**src/rtl/chd_pkg.sv**
```systemverilog
// Shared types, constants and a byte decode helper for the chunked body decoder.
`default_nettype none

package chd_pkg;

  localparam int SizeBits = 32;

  localparam logic [7:0] CharCr    = 8'h0D;
  localparam logic [7:0] CharLf    = 8'h0A;
  localparam logic [7:0] CharZero  = 8'h30;
  localparam logic [7:0] CharLowA  = 8'h61;
  localparam logic [7:0] CaseBit   = 8'h20;
  localparam logic [4:0] HexNone   = 5'd16;

  typedef enum logic [2:0] {
    PH_START   = 3'd0,
    PH_SIZE    = 3'd1,
    PH_SIZE_LF = 3'd2,
    PH_DATA    = 3'd3,
    PH_END_CR  = 3'd4,
    PH_END_LF  = 3'd5
  } phase_t;

  typedef enum logic [1:0] {
    ST_BUSY = 2'd0,
    ST_DONE = 2'd1,
    ST_ERR  = 2'd2
  } status_t;

  typedef struct packed {
    logic       payload_valid;
    logic [7:0] payload_byte;
    logic       chunk_last_byte;
    status_t    status;
  } res_t;

  // Hex digit value (either case), HexNone when the byte is not a hex digit.
  function automatic logic [4:0] hex_value(input logic [7:0] b);
    logic [7:0] dig;
    logic [7:0] let_off;
    dig     = b - CharZero;
    let_off = (b | CaseBit) - CharLowA;
    if (dig <= 8'd9) begin
      return dig[4:0];
    end else if (let_off <= 8'd5) begin
      return 5'd10 + let_off[4:0];
    end else begin
      return HexNone;
    end
  endfunction

endpackage

`default_nettype wire

```
**src/rtl/http_chunked_body_decoder_core.sv**
```systemverilog
// Top level of the chunked body decoder: input register, parser, result register.
//
//   channel | signals                                   | carries
//   --------+-------------------------------------------+--------------------------
//   in      | in_valid, in_ready, in_byte               | one raw body byte
//   out     | out_valid, out_ready, payload_valid,      | one result per byte
//           | payload_byte, chunk_last_byte, status     |
//
// One byte per clock sustained while out_ready stays high; a byte passes through the
// input register, then parser logic into the result register.
// Synchronous reset puts the parser back to expecting the first size digit.
// A stall on out holds the result register and then the input register;
// in_ready drops only when both are full and out_ready is low.
`default_nettype none

module http_chunked_body_decoder_core (
  input  wire logic       clk,
  input  wire logic       rst,
  input  wire logic       in_valid,
  output logic            in_ready,
  input  wire logic [7:0] in_byte,
  output logic            out_valid,
  input  wire logic       out_ready,
  output logic            payload_valid,
  output logic [7:0]      payload_byte,
  output logic            chunk_last_byte,
  output logic [1:0]      status
);

  logic          s1_valid;
  logic [7:0]    s1_byte;
  logic          s2_valid;
  chd_pkg::res_t s2_res;
  chd_pkg::res_t res;
  logic          s2_free;
  logic          s1_go;
  logic          in_take;

  assign s2_free  = !s2_valid || out_ready;
  assign s1_go    = s1_valid && s2_free;
  assign in_ready = !s1_valid || s1_go;
  assign in_take  = in_valid && in_ready;

  chd_parser u_parser (
    .clk     (clk),
    .rst     (rst),
    .step    (s1_go),
    .in_byte (s1_byte),
    .res     (res)
  );

  always_ff @(posedge clk) begin
    if (rst) begin
      s1_valid <= 1'b0;
      s2_valid <= 1'b0;
    end else begin
      s1_valid <= in_take || (s1_valid && !s1_go);
      s2_valid <= s1_go || (s2_valid && !out_ready);
    end
  end

  always_ff @(posedge clk) begin
    if (in_take) begin
      s1_byte <= in_byte;
    end
    if (s1_go) begin
      s2_res <= res;
    end
  end

  assign out_valid       = s2_valid;
  assign payload_valid   = s2_res.payload_valid;
  assign payload_byte    = s2_res.payload_byte;
  assign chunk_last_byte = s2_res.chunk_last_byte;
  assign status          = s2_res.status;

endmodule

`default_nettype wire

```
**src/rtl/chd_parser.sv**
```systemverilog
// Chunk framing state machine: size parse, payload count, CR LF checks.
`default_nettype none

module chd_parser (
  input  wire logic          clk,
  input  wire logic          rst,
  input  wire logic          step,
  input  wire logic [7:0]    in_byte,
  output chd_pkg::res_t      res
);

  chd_pkg::phase_t                phase, phase_next;
  logic [chd_pkg::SizeBits-1:0]   remaining, remaining_next;
  logic                           final_chunk_seen, final_chunk_seen_next;
  logic                           error_flag, error_flag_next;
  logic                           done_flag, done_flag_next;

  logic [4:0]                     hex_d;
  logic                           is_hex;
  logic                           size_room;
  logic [chd_pkg::SizeBits-1:0]   rem_dec;

  assign hex_d     = chd_pkg::hex_value(in_byte);
  assign is_hex    = (hex_d != chd_pkg::HexNone);
  // remaining < 2^(SizeBits-4): top nibble clear
  assign size_room = (remaining[chd_pkg::SizeBits-1 -: 4] == 4'd0);
  assign rem_dec   = remaining - chd_pkg::SizeBits'(1);

  // next state
  always_comb begin
    phase_next            = phase;
    remaining_next        = remaining;
    final_chunk_seen_next = final_chunk_seen;
    error_flag_next       = error_flag;
    done_flag_next        = done_flag;
    if (!error_flag && !done_flag) begin
      case (phase)
        chd_pkg::PH_START: begin
          if (is_hex) begin
            remaining_next = chd_pkg::SizeBits'(hex_d[3:0]);
            phase_next     = chd_pkg::PH_SIZE;
          end else begin
            error_flag_next = 1'b1;
          end
        end
        chd_pkg::PH_SIZE: begin
          if (is_hex) begin
            if (size_room) begin
              remaining_next = {remaining[chd_pkg::SizeBits-5:0], hex_d[3:0]};
            end else begin
              error_flag_next = 1'b1;
            end
          end else if (in_byte == chd_pkg::CharCr) begin
            phase_next = chd_pkg::PH_SIZE_LF;
          end else begin
            error_flag_next = 1'b1;
          end
        end
        chd_pkg::PH_SIZE_LF: begin
          if (in_byte == chd_pkg::CharLf) begin
            if (remaining != '0) begin
              phase_next = chd_pkg::PH_DATA;
            end else begin
              final_chunk_seen_next = 1'b1;
              phase_next            = chd_pkg::PH_END_CR;
            end
          end else begin
            error_flag_next = 1'b1;
          end
        end
        chd_pkg::PH_DATA: begin
          remaining_next = rem_dec;
          if (rem_dec == '0) begin
            phase_next = chd_pkg::PH_END_CR;
          end
        end
        chd_pkg::PH_END_CR: begin
          if (in_byte == chd_pkg::CharCr) begin
            phase_next = chd_pkg::PH_END_LF;
          end else begin
            error_flag_next = 1'b1;
          end
        end
        chd_pkg::PH_END_LF: begin
          if (in_byte == chd_pkg::CharLf) begin
            if (final_chunk_seen) begin
              done_flag_next = 1'b1;
            end else begin
              phase_next = chd_pkg::PH_START;
            end
          end else begin
            error_flag_next = 1'b1;
          end
        end
        default: begin
          error_flag_next = 1'b1;
        end
      endcase
    end
  end

  // result for this byte
  always_comb begin
    res.payload_valid   = 1'b0;
    res.payload_byte    = 8'h00;
    res.chunk_last_byte = 1'b0;
    if (!error_flag && !done_flag && phase == chd_pkg::PH_DATA) begin
      res.payload_valid   = 1'b1;
      res.payload_byte    = in_byte;
      res.chunk_last_byte = (rem_dec == '0);
    end
    if (error_flag_next) begin
      res.status = chd_pkg::ST_ERR;
    end else if (done_flag_next) begin
      res.status = chd_pkg::ST_DONE;
    end else begin
      res.status = chd_pkg::ST_BUSY;
    end
  end

  always_ff @(posedge clk) begin
    if (rst) begin
      phase            <= chd_pkg::PH_START;
      remaining        <= '0;
      final_chunk_seen <= 1'b0;
      error_flag       <= 1'b0;
      done_flag        <= 1'b0;
    end else if (step) begin
      phase            <= phase_next;
      remaining        <= remaining_next;
      final_chunk_seen <= final_chunk_seen_next;
      error_flag       <= error_flag_next;
      done_flag        <= done_flag_next;
    end
  end

endmodule

`default_nettype wire

```
**config.mk**
```make
export PLATFORM = sky130hd
export DESIGN_NAME = http_chunked_body_decoder_core
export DESIGN_NICKNAME = d
export VERILOG_FILES = /design/src/rtl/chd_pkg.sv /design/src/rtl/http_chunked_body_decoder_core.sv /design/src/rtl/chd_parser.sv
export SDC_FILE = /design/constraint.sdc
export NUM_CORES = 1
export LEC_CHECK = 0
export BUFFER_PORTS_ARGS = -buffer_cell sky130_fd_sc_hd__buf_4
export CORE_MARGIN = 5
export CORE_UTILIZATION = 56
export DETAILED_ROUTE_END_ITERATION = 8
export PLACE_DENSITY = 0.85
export SETUP_SLACK_MARGIN = 0.02
export SLEW_MARGIN = 10
export SYNTH_ARGS = -nofsm -noshare
export SYNTH_HDL_FRONTEND = slang
export SYNTH_SLANG_ARGS = --single-unit
```
**constraint.sdc**
```tcl
create_clock -name clk -period 3.2 [get_ports clk]
set_input_delay 0.16 -clock clk [delete_from_list [all_inputs] [get_ports clk]]
set_output_delay 0.16 -clock clk [all_outputs]
set_load 0.1 [all_outputs]
```
**Yosys cells after proc, flatten, opt, wreduce, memory -nomap -nowiden**

Cells that the tools add are included.

- Bits in registers: 60
- Word-level logic and storage cells: 92
- Output and inout port bits: 14

- Reduce and logical (&&, ||, !) cells: 26
- Bitwise logic cells: 1
- Order comparisons: 2
- Equal/unequal tests: 18
- Add/sub/neg operators: 4
- Multiplexer cells: 29

Operators by type and width:

| cell | number |
|---|---|
| $mux 32 | 3 |
| $pmux 32 s3 | 1 |
| $logic_not 32->1 | 1 |
| $reduce_bool 32->1 | 1 |
| $sub 32x1->32 const B | 1 |
| $mux 3 | 9 |
| $pmux 3 s6 | 1 |
| $eq 8x4->1 const B | 2 |
| $ne 2x1->1 const B | 8 |
| $mux 1 | 11 |
| $reduce_and 11->1 | 1 |
| $mux 10 | 1 |
| $mux 5 | 2 |
| $le 8x3->1 const B | 1 |
| $le 8x4->1 const B | 1 |
| $sub 8x6->8 const B | 1 |
| $sub 8x7->8 const B | 1 |
| $eq 3x2->1 const B | 2 |
| $eq 3x3->1 const B | 2 |
| $logic_and 1x1->1 | 6 |
| $logic_not 1->1 | 6 |
| $reduce_and 6->1 | 1 |
| $reduce_bool 6->1 | 1 |
| $add 4x5->5 const A | 1 |
| 11 further kinds | 15 |

**Longest topological paths before layout**

- Depth after elaboration: 8
- Gate-level depth with buffers: 12
- Gate-level depth less buffers: 11

**By module**

From an unflattened synthesis, not the netlist that was laid out.

- Cell total of the unflattened synthesis: 498
- Area total of the unflattened synthesis: 4061.4 um^2

By module, submodules not included:

| module | cells an instance | area each (um^2) | seq. area each (um^2) | times used |
|---|---|---|---|---|
| chd_parser | 468 | 3357.0 | 760.7 | 1 |
| http_chunked_body_decoder_core | 30 | 704.4 | 640.6 | 1 |

**Worst setup path before layout**

Ideal clock, no wire load.

- Path kind: register to register
- Start: reg u_parser.remaining[0] (netlist name)
- End: reg u_parser.phase[2]
- Arrival time: 3.053 ns
- Data required time: 3.116 ns
- Library setup time: 0.084 ns
- Slack: 0.063 ns
- Stages on the path, launching flop included: 11
- Cell sequence: dfxtp_1 clkbuf_1 inv_1 ha_1 or3b_2 nor4_1 nand4_1 xor2_1 nand4_1 or4_1 o31ai_2

- Longest elaborated chain between the ends: 4
- Elaborated cells on any way between the ends: 8

RTL lines:

| element | RTL line | source |
|---|---|---|
| start, declared | chd_parser.sv:13 | `logic [chd_pkg::SizeBits-1:0] remaining, remaining_next;` |
| start signal, assigned | chd_parser.sv:130 | `remaining <= remaining_next;` |
| $sub 32x1->32 or $reduce_bool 32->1 (tied branches) | chd_parser.sv:27, chd_parser.sv:61 |  |
| $logic_not 32->1 or $mux 3 (tied branches) | chd_parser.sv:73, chd_parser.sv:61 |  |
| $ne 2x1->1 (no source line) or $mux 3 (tied branches) | n/a |  |
| $reduce_and 11->1 (no source line) or $pmux 3 s6 (tied branches) | n/a |  |
| end signal, assigned | chd_parser.sv:123 | `phase <= chd_pkg::PH_START;` |
| end signal, assigned | chd_parser.sv:129 | `phase <= phase_next;` |
| end, declared | chd_parser.sv:12 | `chd_pkg::phase_t phase, phase_next;` |

Several ways; a longest one is shown, not always the timed one. The select of a mux whose other input is x is not followed.
A chain may end at the register's enable or synchronous reset.

**Worst setup path after layout**

- Start: reg s1_byte[1]
- End: reg u_parser.remaining[14] (netlist name)

- Longest elaborated chain between the ends: 7
- Elaborated cells on any way between the ends: 11

RTL lines:

| element | RTL line | source |
|---|---|---|
| start, declared | http_chunked_body_decoder_core.sv:31 | `logic [7:0] s1_byte;` |
| start signal, assigned | http_chunked_body_decoder_core.sv:64 | `s1_byte <= in_byte;` |
| $sub 8x7->8 | chd_pkg.sv:42 | `let_off = (b \| CaseBit) - CharLowA;` |
| $le 8x3->1 or $add 4x5->5 (tied branches) | chd_pkg.sv:45, chd_pkg.sv:46 |  |
| $mux 5 | chd_pkg.sv:45 | `end else if (let_off <= 8'd5) begin` |
| $mux 5 * | chd_pkg.sv:43 | `if (dig <= 8'd9) begin` |
| $ne 5x5->1 * | chd_parser.sv:24 | `assign is_hex = (hex_d != chd_pkg::HexNone);` |
| $ne 2x1->1 (no source line) | n/a |  |
| $reduce_and 6->1 (no source line) * | n/a |  |

Every way passes the cells marked *; elsewhere a longest branch is shown, timed or not.

==> summary.md <==
| Metric | Value |
|---|---|
| Die Y | `96.17 microns` |
| Post-DR vias/cell | `6.735` |
| CP endpoint kind | `flip-flop` |
| CP peak stage delay | `between 0.4 and 0.5 ns` |
| Peak supply drop | `262.5 uV` |
| Antenna cells | `0` |
| CP Cell Sequence | `inv_1 > ha_1 > xor2_2 > ha_1 > nor4bb_1 > o21ai_0 > nor2b_1 > a21oi_2 > buf_4 > nor2_1 > o21ai_0 > a21oi_1` |
| Placed cells | `637` |
| Pin count of the biggest net entering global routing | `48` |
| Slowest cell on the critical path | `edfxtp_1` |
| Run status | `complete, no violations` |
| CP bufs+invs | `2` |
| Unique masters post-synth | `65` |
| Tmin final | `3.101 ns` |
| Seq cells post-synth | `60` |
| Initial DRC count | `591` |
| Most frequent cells in the layout | `nor2_1, buf_4, a21oi_1` |
| Crit Path Class | `flip-flop to flip-flop` |
| Worst skew pair latency | `roughly 0.35 ns` |
| Io pins | `26` |
| H-Tree Depth | `3` |
| Nets@finish | `579` |
| Post-layout worst setup margin | `0.09906 ns` |
| Synthesized area per cell | `roughly 7.9 sq um` |
| Crit path required time | `3.48 ns` |
| Placed Area | `4527 sq um` |
| Synthesized instance count | `approximately 530` |
| Worst-margin pin slew | `0.5695 ns` |
| FP Rows | `31` |
| Post-synth top flop | `dfxtp_1` |
| Setup WS pre-CTS | `0.1691 ns` |
| Total wire length | `12.84 mm` |
| Syn Nets | `547` |
| 1st-pass router iterations | `5` |
| Worst min-delay path class | `primary input to flip-flop` |
| Final Slew Violations | `0` |
| Root Buffer | `clkbuf_8` |
| Most common cell after layout, fill and taps aside | `nor2_1` |
| Die Wd | `96.17 microns` |
| Routability congestion estimate | `~1` |
| Core Region | `just over 7000 sq um` |
| Final Core Density | `0.6653` |
| RSZ-0062 raised after global routing | `yes` |
| Leak pwr | `approximately 0.0019 uW` |
| Routed via count | `4452` |
| Relative slew slack | `0.6174` |
| Antenna Nets Post-Route | `0` |
| Final setup vio count | `0` |
| Post-CTS setup buffers | `0` |
| Ys async rst share | `0` |
| Layout cells sized above 1 | `0.1495` |
| CTS Buffer Depth | `2` |
| CTS tree | `built` |
| I/O Buffers | `25` |
| Area Growth Syn to Fin | `16.07%` |
| DRC | `0` |
| GR Overflow Total | `0` |
| Initial Util | `0.5732` |
| Fmax | `322.5 MHz` |
| Synth Warn # | `0` |
| Max Clock Skew | `0.006687 ns` |
| Final Non-Filler Cells | `about 660` |
| Detail Placement HPWL | `8.579 mm` |
| Post-synthesis cell area | `4158 sq um` |
| CTS sink count | `60` |
| Power Dens Cells | `approximately 400 nW/um^2` |
| Inserted Clock Buffers | `9` |
| Vias in the first global route | `4200` |
| EDFF count, synth | `20` |
| Hold slack | `0.03729 ns` |
| Max_cap viols | `0` |
| Final Hold Fails | `0` |
| Clk slew on worst S/H paths | `0.08 ns` |
| Setup crit start kind | `flip-flop` |
| Worst EP arrival | `3.38 ns` |
| First-pass GRT wire length | `between 20 and 25 mm` |
| Post-route cell area | `4826 sq um` |
| Initial antenna violation count | `1` |
| DIE AREA | `9248 sq um` |
| Sequential fraction of the synthesis area | `0.3370` |
| Total GRT Usage | `0.2914` |
| Avg WL per Cell | `about 19 microns` |
| Largest delay share family, worst path | `simple AND/OR/NAND/NOR gates` |
| Tcrit/Tclk final | `0.9690` |
| Crit Path Max Fanout | `12` |
final cells by class:
cell class	count	area (sq um)
clock buffer	9	123.9
clock inverter	7	75.07
fill	590	2427
inverter	17	63.81
multi-input combinational	408	2547
sequential	60	1401
tap	99	123.9
timing repair buffer	61	490.5
cell families (layout without fill, tap and decap cells):
group,Yosys count,count (layout),synth area share
compound gates,141,141,0.2200
simple gates,236,236,0.3133
flops,60,60,0.3370
fa+ha+maj,10,10,0.03009
xor+xnor,20,20,0.04213
mux,1,1,0.002408
buf+inv,57,94,0.05507
path summary, 6_finish.rpt:
| path | cells after the start | startpoint | endpoint | slack, ns |
|---|---|---|---|---|
| max | 12 | s1_byte[1] | u_parser.remaining[14] | 0.1 |
| min | 3 | in_valid | s1_valid | 0.04 |
| max reg2reg | 12 | s1_byte[1] | u_parser.remaining[14] | 0.1 |
| min reg2reg | 2 | u_parser.final_chunk_seen | u_parser.final_chunk_seen | 0.51 |
synth_stat cells, types with 9 or more instances:
cell type  count  area, sq um
nor3_1        26        130.1
dfxtp_1       40        800.8
clkbuf_1      36        135.1
nor2_1        58        217.7
a21oi_1       47        235.2
o21ai_0       25        125.1
or4_1          9        67.56
xnor2_1       11        96.34
nand2_1       42        157.7
nor2b_1       10        62.56
inv_1         17        63.81
ha_1          10        125.1
nand3_1       13        65.06
edfxtp_1      20        600.6
nor4_1        14        87.58
xor2_1         9        78.83
sequential cells by signal, indices dropped and copies added (netlist names):
name / flops
chunk_last_byte: 1
out_valid: 1
payload_byte: 8
payload_valid: 1
s1_byte: 8
s1_valid: 1
status: 2
u_parser.done_flag: 1
u_parser.error_flag: 1
u_parser.final_chunk_seen: 1
u_parser.phase: 3
u_parser.remaining: 32
per-stage QoR:
step | setup TNS [ns] | power (uW)
final | 0 | 1931
after global placement | 0 | 1208
after detailed placement | 0 | 1218
after global routing | -0.3428 | 2006
after floorplan | 0 | 1117
after CTS | 0 | 1917
routing by layer:
layer	global-route usage	vias up	share of wire
li1	-	2025	-
met2	0.4399	323	0.44
met1	0.3871	2044	0.40
met5	0	-	0
met3	0.07271	60	0.12
met4	0.1410	0	0.037
worst register-to-register path, cell delays in order (launching register included):
cell and delay (ns):
edfxtp_1 0.46, inv_1 0.19, ha_1 0.29, xor2_2 0.12, ha_1 0.25, nor4bb_1 0.15
o21ai_0 0.21, nor2b_1 0.22, a21oi_2 0.11, buf_4 0.19, nor2_1 0.44, o21ai_0 0.21
a21oi_1 0.17
where the power goes:
group | internal, uW | switching [uW]
logic | 147 | 254
clock network | 363 | 341
registers | 805 | 19.9
repair_timing:
item,CTS,global route
gates resized for setup,0,4
endpoints found under the setup margin,0,32
endpoints found under the hold margin,8,0
hold buffers,8,0
(Power assumes the default switching activity.)
